===== src/hw/rtl/cfl_mul32.sv =====
`default_nettype none
// Registered 32x32 multiplier used for squares and for the viscosity product.
module cfl_mul32 (
    input  wire logic        i_clk,
    input  wire logic [31:0] i_a,
    input  wire logic [31:0] i_b,
    output logic [63:0]      o_p
);
    logic [63:0] r_p;
    always_ff @(posedge i_clk) begin
        r_p <= {32'd0, i_a} * {32'd0, i_b};
    end
    assign o_p = r_p;
endmodule
`default_nettype wire


===== config.mk =====
export PLATFORM = sky130hd
export DESIGN_NAME = cfl_mul32
export DESIGN_NICKNAME = d
export VERILOG_FILES = /design/src/hw/rtl/cfl_mul32.sv
export SDC_FILE = /design/constraint.sdc
export NUM_CORES = 2
export LEC_CHECK = 0
export ABC_AREA = 1
export ABC_CLOCK_PERIOD_IN_PS = 5700
export BUFFER_PORTS_ARGS = -buffer_cell sky130_fd_sc_hd__buf_2
export CAP_MARGIN = 5
export CORE_UTILIZATION = 39
export DETAILED_ROUTE_END_ITERATION = 10
export PLACE_DENSITY = 0.6
export REMOVE_ABC_BUFFERS = 1
export SYNTH_ARGS = -nofsm -noshare
export SYNTH_HDL_FRONTEND = slang
export SYNTH_SLANG_ARGS = --single-unit

===== constraint.sdc =====
create_clock -name i_clk -period 5.7 [get_ports i_clk]
set_clock_uncertainty 0.15 [all_clocks]
set_input_delay 0.285 -clock i_clk [delete_from_list [all_inputs] [get_ports i_clk]]
set_output_delay 0.285 -clock i_clk [all_outputs]
set_load 0.005 [all_outputs]

==> flow_summary.ini <==
[run_status]
violations = negative setup slack
status = finished with violations

[final_layout]
nNetsFinal = 6639
syn2layout_area_growth_pct = 24.9
nFillCells = 9200
drive_above_1_share = 0.224
largest_register_ffs = 64

[synthesis]
synth_cells = 5023
avgSynthCellArea_um2 = 7.45
synthAdderAreaFrac = 0.568
synth_xor_area_frac = 0.00820
synth_seq_cells = 64
synth_compound_area_frac = 0.00853
synth_top_family_by_area = adder cells
synth-simple-area-share = 0.188
synth-seq-area-share = 0.0343
synth_area_um2 = 37400
post_synth_mux_area_share = 0
ys_types = 23
synth_warnings = 0

[placed_design]
gp_congestion = 0.938
dpl.hpwl_um = 99900
io_buffers = 128

[global_route]
grtUsageTotal = 0.244
antenna_found_initial = 4
grt_first_pass_wirelength_um = 184000
grt_max_degree = 26
grt_pass1_vias = 32900
grt_overflow_total = 0

[die]
num_io_pins = 129
start_util = 0.394
rows = 113
die_y_um = 312
die_w_um = 312
dieArea_um2 = 97100
coreArea_um2 = 95000

[sta]
setup_viol = 47
slew_headroom = 0.642
min_period_ns = 6.14
period_share = 1.08
fmax_ghz = 0.163
drv_slew = 0
worst_pin_slew_ns = 0.537
setup-tns-final_ns = -14.80
hold_violations = 0
rsz0062_at_grt = true
setup_ws_ns = -0.444

[critical_path]
worst-path-max-fanout = 8
cp_slowest_cell = fa_1
critPathLaunchType = primary input
cp_slowest_stage_delay_ns = 0.58
cpLargestDelayFamily = adder cells
cp-end-kind = register
cpMostUsedCell = fa_1
crit_arrival_ns = 6.26
critPathKind = in2reg
worst-path-buf-inv = 9
required_ns = 5.81

[drt]
firstDrtPassIters = 5
wl_per_cell_um = 18.0
dr.first_iter.drc_count = 2053
viasPerCell = 4.69
ant_nets = 0
num_vias = 31300
postRouteWirelength_um = 120000
drcViolationCount = 0

[hold_path]
hp-class = in2reg
hp-start = i_a[1]
worstHoldEndpoint = o_p[1]
hold_depth = 6

[clocking]
htreeDepth = 3
path_clk_slew_ns = 0.06
tritoncts = yes
cts_root_buf = clkbuf_16
cts_buffer_depth = 2
cts.sinks = 64
cts_buffers = 9

[run]
drv_cap = 0
cells in the mapped netlist:
| library cell | n | area, µm² |
|---|---|---|
| nor2_4 | 6 | 67.6 |
| o21ai_0 | 2 | 10.0 |
| nor3_4 | 1 | 16.3 |
| o21bai_2 | 1 | 11.3 |
| nand2_1 | 1566 | 5880 |
| nand3_1 | 56 | 280 |
| ha_1 | 263 | 3290 |
| nand3_2 | 9 | 90.1 |
| nor2_1 | 81 | 304 |
| nand4_1 | 16 | 100 |
| nor3_1 | 11 | 55.1 |
| o21bai_1 | 11 | 82.6 |
| inv_2 | 12 | 45.0 |
| fa_1 | 896 | 17900 |
| nor3_2 | 6 | 60.1 |
| nor2_2 | 14 | 87.6 |
| xnor2_1 | 2 | 17.5 |
| xor2_1 | 33 | 289 |
| inv_1 | 1723 | 6470 |
| nand2_2 | 15 | 93.8 |
| a21oi_1 | 43 | 215 |
| clkbuf_1 | 192 | 721 |
| dfxtp_1 | 64 | 1280 |
cells by family after synthesis:
family	Yosys count
buffers and inverters	1927
AND/OR/NAND/NOR	1781
adder cells (fa/ha/maj)	1159
flip-flops	64
AO/OA/AOI/OAI	57
XOR/XNOR	35
worst max path at each step:
stage | startpoint | to | cells after the start
finish | i_b[12] | o_p[51] | 26
global route | i_b[23] | o_p[51] | 26
global placement | i_b[9] | o_p[34] | 25
floorplan | i_a[26] | o_p[60] | 25
detailed placement | i_b[9] | o_p[34] | 25
CTS | i_a[10] | o_p[63] | 29
cell usage in the layout (no fill, tap or decap), types with 3 or more instances in the layout:
| master | Yosys | final |
|---|---|---|
| nor3_1 | 11 | 8 |
| nor3_4 | 1 | 3 |
| a21oi_1 | 43 | 15 |
| o21bai_1 | 11 | 9 |
| nand3_1 | 56 | 43 |
| buf_6 | 0 | 69 |
| buf_12 | 0 | 54 |
| nor2_4 | 6 | 40 |
| buf_8 | 0 | 25 |
| nand4_1 | 16 | 16 |
| ha_1 | 263 | 207 |
| buf_16 | 0 | 14 |
| a21oi_4 | 0 | 11 |
| nand2_4 | 0 | 59 |
| a21oi_2 | 0 | 17 |
| dfxtp_1 | 64 | 64 |
| nand2_2 | 15 | 182 |
| ha_4 | 0 | 55 |
| nor3_2 | 6 | 7 |
| nand3_2 | 9 | 15 |
| xor2_1 | 33 | 24 |
| inv_1 | 1723 | 1600 |
| o21bai_4 | 0 | 3 |
| clkbuf_16 | 0 | 21 |
| inv_4 | 0 | 6 |
| inv_2 | 12 | 129 |
| nand2_1 | 1566 | 1339 |
| buf_2 | 0 | 72 |
| fa_2 | 0 | 56 |
| nor2_1 | 81 | 37 |
| nand3_4 | 0 | 7 |
| xor2_2 | 0 | 7 |
| nor2_2 | 14 | 24 |
| buf_4 | 0 | 327 |
| fa_1 | 896 | 840 |
metal layers:
metal | wire [µm] | global-route usage | part of all wire | up-vias
met1 | 50600 | 0.336 | 0.42 | 15700
met5 | 0 | 0 | 0 | -
met4 | 2860 | 0.0467 | 0.024 | 0
li1 | - | - | - | 14400
met2 | 56300 | 0.402 | 0.47 | 1032
met3 | 10300 | 0.0446 | 0.086 | 158
timing repair:
| item | 4_1_cts | 5_1_grt |
|---|---|---|
| hold buffers | 0 | 0 |
| cloned | 4 | 12 |
| setup endpoints to repair | 54 | 54 |
| setup buffers | 19 | 23 |
| gates resized for setup | 397 | 588 |
| pin swaps | 125 | 335 |
per-stage QoR:
stage	setup WS, ns	area [µm²]	utilization	hold WS, ns	std cells
final	-0.444	46700	0.492	0.553	6686
after floorplan	-0.256	36700	-	0.228	4831
after CTS	-0.464	44400	0.467	0.602	6660
after global routing	-0.648	46700	0.492	0.595	6686
after global placement	-1.42	42300	0.445	0.512	6622
after detailed placement	-1.43	42300	0.445	0.510	6622
cell type report:
cell class | count | area, µm² | share of cell area
inverter | 1735 | 6530 | 0.140
timing repair buffer | 573 | 5730 | 0.123
multi-input combinational | 3032 | 31300 | 0.671
tap | 1265 | 1580 | 0.0339
clock inverter | 5 | 33.8 | 0.000723
sequential | 64 | 1280 | 0.0274
clock buffer | 11 | 233 | 0.00498
antenna | 1 | 2.50 | 0.0000536
tightest hold or removal path: cells and delay by family:
kind	cells	cell delay, ns
buffers and inverters	4	0.56
and+or+nand+nor	1	0.07
adders and majority gates	1	0.11
Power is left out: the tool's default activity adds up to more than one toggle a clock period on the data nets, which glitch-free logic cannot reach.
