===== config.mk =====
export PLATFORM = sky130hd
export DESIGN_NAME = cfl_divider
export DESIGN_NICKNAME = d
export VERILOG_FILES = /design/src/hw/rtl/cfl_pkg.sv /design/src/hw/rtl/cfl_divider.sv
export SDC_FILE = /design/constraint.sdc
export NUM_CORES = 1
export LEC_CHECK = 0
export ABC_AREA = 1
export CAP_MARGIN = 20
export CORE_MARGIN = 3
export CORE_UTILIZATION = 30
export CTS_BUF_LIST = sky130_fd_sc_hd__clkbuf_2 sky130_fd_sc_hd__clkbuf_4 sky130_fd_sc_hd__clkbuf_8
export DETAILED_ROUTE_END_ITERATION = 10
export DONT_BUFFER_PORTS = 1
export GPL_TIMING_DRIVEN = 0
export MAX_ROUTING_LAYER = met4
export SLEW_MARGIN = 20
export SYNTH_ARGS = -nofsm -noshare
export SYNTH_HDL_FRONTEND = slang
export SYNTH_SLANG_ARGS = --single-unit

===== constraint.sdc =====
create_clock -name i_clk -period 11.35 [get_ports i_clk]
set_input_delay 2.27 -clock i_clk [delete_from_list [all_inputs] [get_ports i_clk]]
set_output_delay 2.27 -clock i_clk [all_outputs]
set_load 0.05 [all_outputs]

===== src/hw/rtl/cfl_pkg.sv =====
`default_nettype none
package cfl_pkg;

    typedef struct packed {
        logic signed [31:0] velocity_x;
        logic signed [31:0] velocity_y;
        logic signed [31:0] velocity_z;
        logic [31:0]        eddy_viscosity;
        logic [31:0]        dx_size;
        logic [31:0]        dy_size;
        logic [31:0]        dz_size;
        logic               is_obstacle;
        logic               sweep_last;
    } t_in_req;

    typedef struct packed {
        logic [31:0] min_step;
        logic        sweep_done;
    } t_out_req;

    localparam logic [1:0] REG_INV_RE    = 2'd0;
    localparam logic [1:0] REG_USER_STEP = 2'd1;
    localparam logic [1:0] REG_DIMS      = 2'd2;

    localparam logic [31:0] SAT32 = 32'hFFFF_FFFF;

    // Divider control between sequencer and divider.
    typedef struct packed {
        logic        start;
        logic [96:0] num;
        logic [63:0] den;
    } t_div_cmd;

    typedef struct packed {
        logic        done;
        logic [96:0] quo;
    } t_div_rsp;

endpackage
`default_nettype wire


===== src/hw/rtl/cfl_divider.sv =====
`default_nettype none
// Restoring radix-2 divider, one quotient bit per cycle.
module cfl_divider (
    input  wire logic              i_clk,
    input  wire logic              i_rst_n,
    input  wire cfl_pkg::t_div_cmd i_cmd,
    output cfl_pkg::t_div_rsp      o_rsp
);
    import cfl_pkg::*;

    logic [96:0] r_quo;
    logic [64:0] r_rem;
    logic [63:0] r_den;
    logic [6:0]  r_cnt;
    logic        r_busy;
    logic        r_done;
    logic [64:0] n_shift;
    logic [65:0] n_diff;

    always_comb begin
        n_shift = {r_rem[63:0], r_quo[96]};
        n_diff  = {1'b0, n_shift} - {2'b00, r_den};
    end

    always_ff @(posedge i_clk) begin
        if (!i_rst_n) begin
            r_busy <= 1'b0;
            r_done <= 1'b0;
            r_cnt  <= '0;
        end else begin
            r_done <= 1'b0;
            if (i_cmd.start) begin
                r_busy <= 1'b1;
                r_cnt  <= 7'd0;
                r_quo  <= i_cmd.num;
                r_rem  <= '0;
                r_den  <= i_cmd.den;
            end else if (r_busy) begin
                if (!n_diff[65]) begin
                    r_rem <= n_diff[64:0];
                    r_quo <= {r_quo[95:0], 1'b1};
                end else begin
                    r_rem <= n_shift;
                    r_quo <= {r_quo[95:0], 1'b0};
                end
                r_cnt <= r_cnt + 7'd1;
                if (r_cnt == 7'd96) begin
                    r_busy <= 1'b0;
                    r_done <= 1'b1;
                end
            end
        end
    end

    assign o_rsp.done = r_done;
    assign o_rsp.quo  = r_quo;
endmodule
`default_nettype wire


==> key figures <==
Run status
  – Status: finished, final reports clean

Min path
  – Hold Path Class: flop to flop
  – Worst hold stages: 2
  – Critical hold path startpoint: r_cnt[4]$_SDFFE_PP0P_

Power
  – PD cells: 171 nW/um^2
  – Cell internal pwr: 0.00185 W
  – Switching Share: 39.6%
  – Leak: 9.33 nW
  – Sequential power share: 40.1%
  – Peak supply drop: 0.102 mV
  – Total Power: 0.00307 W
  – Clock power frac: 28.2%
  – Gate power share: about a third
  – P_sw: ~0.0012 W

Layout
  – Design area: approximately 18000 sq um
  – Fill count: 5667
  – Most frequent cells in the layout: nand2_1, inv_1, edfxtp_1
  – Most common cell after layout, fill and taps aside: nand2_1
  – Area grow syn2layout: 11.7%
  – Layout cell share with drive strength beyond 1: 5.91%
  – Nets: between 2000 and 3000

Synth
  – Post-synth top area cell: edfxtp_1
  – Simple-gate share of the synthesized area: 36.2%
  – Post-Synthesis Cells: roughly 2300
  – Synth Area in Adders: 5.28%
  – Seq/Total Area, Yosys: 43.3%
  – XOR/XNOR Fraction of Synth Area: 1.70%
  – Main combinational cell family by area after synthesis: simple AND/OR/NAND/NOR gates
  – Syn Std Cell Area: 16000 sq um
  – Largest cells by area after synthesis: edfxtp_1, nand2_1, inv_1
  – Compound-Gate Fraction of Synth Area: 1.72%
  – Synthesis warning total: 0
  – Post-synthesis mux area share: 0%
  – Mapped Nets: 2517
  – Yosys cell types: 37
  – Yosys top cell area share: 42.2%
  – Seq cells post-synth: roughly 230
  – Syn Area/Cell: 7.00 sq um

Detailed routing
  – DRC: 0
  – Final WL: 52.9 mm
  – Wirelength per Cell: approximately 17 um
  – Routed vias/inst: 4.60
  – Vias: about 14000
  – Antenna-violating nets left: 0
  – TritonRoute pass-1 iters: 5
  – 1st-iter DRT viols: 886

Place
  – I/O Buffers: 0
  – GP Congestion: 0.977
  – Post-DP HPWL: approximately 43 mm
  – Placement Cell Area: 17000 sq um

Clock tree
  – Post_cts resized: 0
  – Total CTS buffers: 45
  – Hold-fix buffers, CTS: 0
  – Clock Tree Buf Depth: 3
  – TritonCTS clock tree: done
  – Clk root buf: clkbuf_8
  – Worst skew pair latency: 630 ps
  – H-Tree Depth: 2
  – Setup Buffers After CTS: 0
  – Sink Count: between 200 and 250
  – Worst-path clk slew: 60 ps

Global routing
  – Vias in the first global route: between 10000 and 15000
  – All-Layer GR Usage: 19.3%
  – Global route overflow: 0
  – Global-route wire length before repair: 81.8 mm
  – Largest net degree at the start of global routing: around 60
  – Initial antenna violation count: 9

Die
  – Floorplan row count: 84
  – Num ports: 262
  – Die area: 56200 sq um
  – Core box area: about 53000 sq um
  – Die span in x: 237 um
  – Initial Util: ~30%
  – Chip height: 237 um

Worst setup path
  – CP arrival: 4050 ps
  – Cells on worst reg2reg path: 18
  – Critical Path Source: i_cmd[161]
  – Worst R2R Start: r_quo[96]$_DFFE_PP_
  – Setup crit end kind: flop
  – Setup CP Type: input pin to flop
  – Startpoint Class: input pin
  – Crit-path max FO: 58
  – CP Data Required Time: 11640 ps

Timing
  – Slew Viols, Final: 0
  – Least-Margin Pin Slew: 727 ps
  – Setup Skew: around 44 ps
  – RSZ-0062 raised after global routing: no
  – Final worst path period share: 33.1%
  – Setup TNS: 0 ps
  – Minimum clock period: 3760 ps
  – Max_slew headroom: 51.6%
  – Final setup vio count: 0
  – Final Hold Viols: 0
  – Fmax: 266 MHz

Flow run
  – MaxCap Viol Count: 0
[layout make-up]
cell class	instances	area [sq um]	area share (%)
plain buffers	44	243	1.36
flip-flops and latches	234	6940	38.8
multi-input cells	1570	7190	40.2
inverters	438	1650	9.21
diodes	9	22.5	0.126
clock inverters	25	205	1.15
well taps	688	861	4.81
repair buffers	4	95.1	0.532
clock buffers	54	687	3.84
[critical path, cell delays in order]
cell	delay [ps]
clkbuf_1	430
nand2_1	280
nand2_4	390
buf_16	290
buf_16	300
[synthesized netlist by cell type]
library cell and number:
and3_1 2, buf_4 4, buf_12 1, xnor2_1 1, nand4_1 18, a21oi_1 41
dfxtp_1 9, buf_6 2, or2_2 1, and2_1 1, nor4_2 1, nand3b_1 39
fa_1 1, inv_1 423, buf_8 2, nor4_1 2, nor3_1 13, edfxtp_1 225
nor2_2 9, clkbuf_1 25, o21ai_1 1, buf_2 7, nor3b_1 1, nand2_2 3
a21oi_2 1, nand2_1 1042, buf_1 3, inv_2 15, o21ai_0 10, nor2_4 1
xor2_1 30, nand2_4 5, nand3_2 16, nand3_1 46, a31oi_1 1, nor2_1 218
ha_1 66
[flip-flops by register name, indices dropped and copies added, names as in the netlist]
| register | count |
|---|---|
| r_quo | 97 |
| r_den | 64 |
| r_rem | 64 |
| r_cnt | 7 |
| r_busy | 1 |
| r_done | 1 |
[final timing paths]
path / slack [ps] / end
setup / recovery: 7590 / r_quo[18]$_DFFE_PP_
hold / removal: 530 / r_cnt[5]$_SDFFE_PP0P_
setup reg to reg: 8070 / r_rem[60]$_SDFFCE_PP0P_
hold reg to reg: 530 / r_cnt[5]$_SDFFE_PP0P_
[power groups by stage]
stage | Sequential, W | Combinational (W) | Clock [W]
CTS | 0.00123 | 0.000968 | 0.000902
detailed placement | 0.00125 | 0.000964 | 0
finish | 0.00123 | 0.000970 | 0.000865
global route | 0.00124 | 0.00110 | 0.000941
global placement | 0.00126 | 0.000948 | 0
floorplan | 0.00123 | 0.000694 | 0
[routing by layer]
layer / up-vias / track usage [%] / wire [um]
met2: 527 / 32.1 / 25100
met4: 0 / 5.74 / 1530
li1: 7068 / - / -
met5: - / - / 0
met1: 6420 / 23.1 / 22000
met3: 82 / 4.95 / 4320
[metrics by stage]
step	setup WS, ps	hold slack (ps)	instances	utilization [%]
after CTS	7580	524	3057	33.9
final	7590	527	3066	34.0
after global routing	7420	540	3065	34.0
after floorplan	4760	474	2286	-
after detailed placement	6900	516	2978	32.2
after global placement	2670	492	2974	32.0
[cell families (layout without fill, tap and decap cells)]
logic type	count (synthesis)	count (layout)
AOI/OAI and AO/OA	54	54
xor gates and xnor gates	31	31
adders and majority gates	67	67
buffers and inverters	482	565
DFF	234	234
other	0	9
and+or+nand+nor	1418	1418
Note: power is estimated with default switching activity, not from simulation.
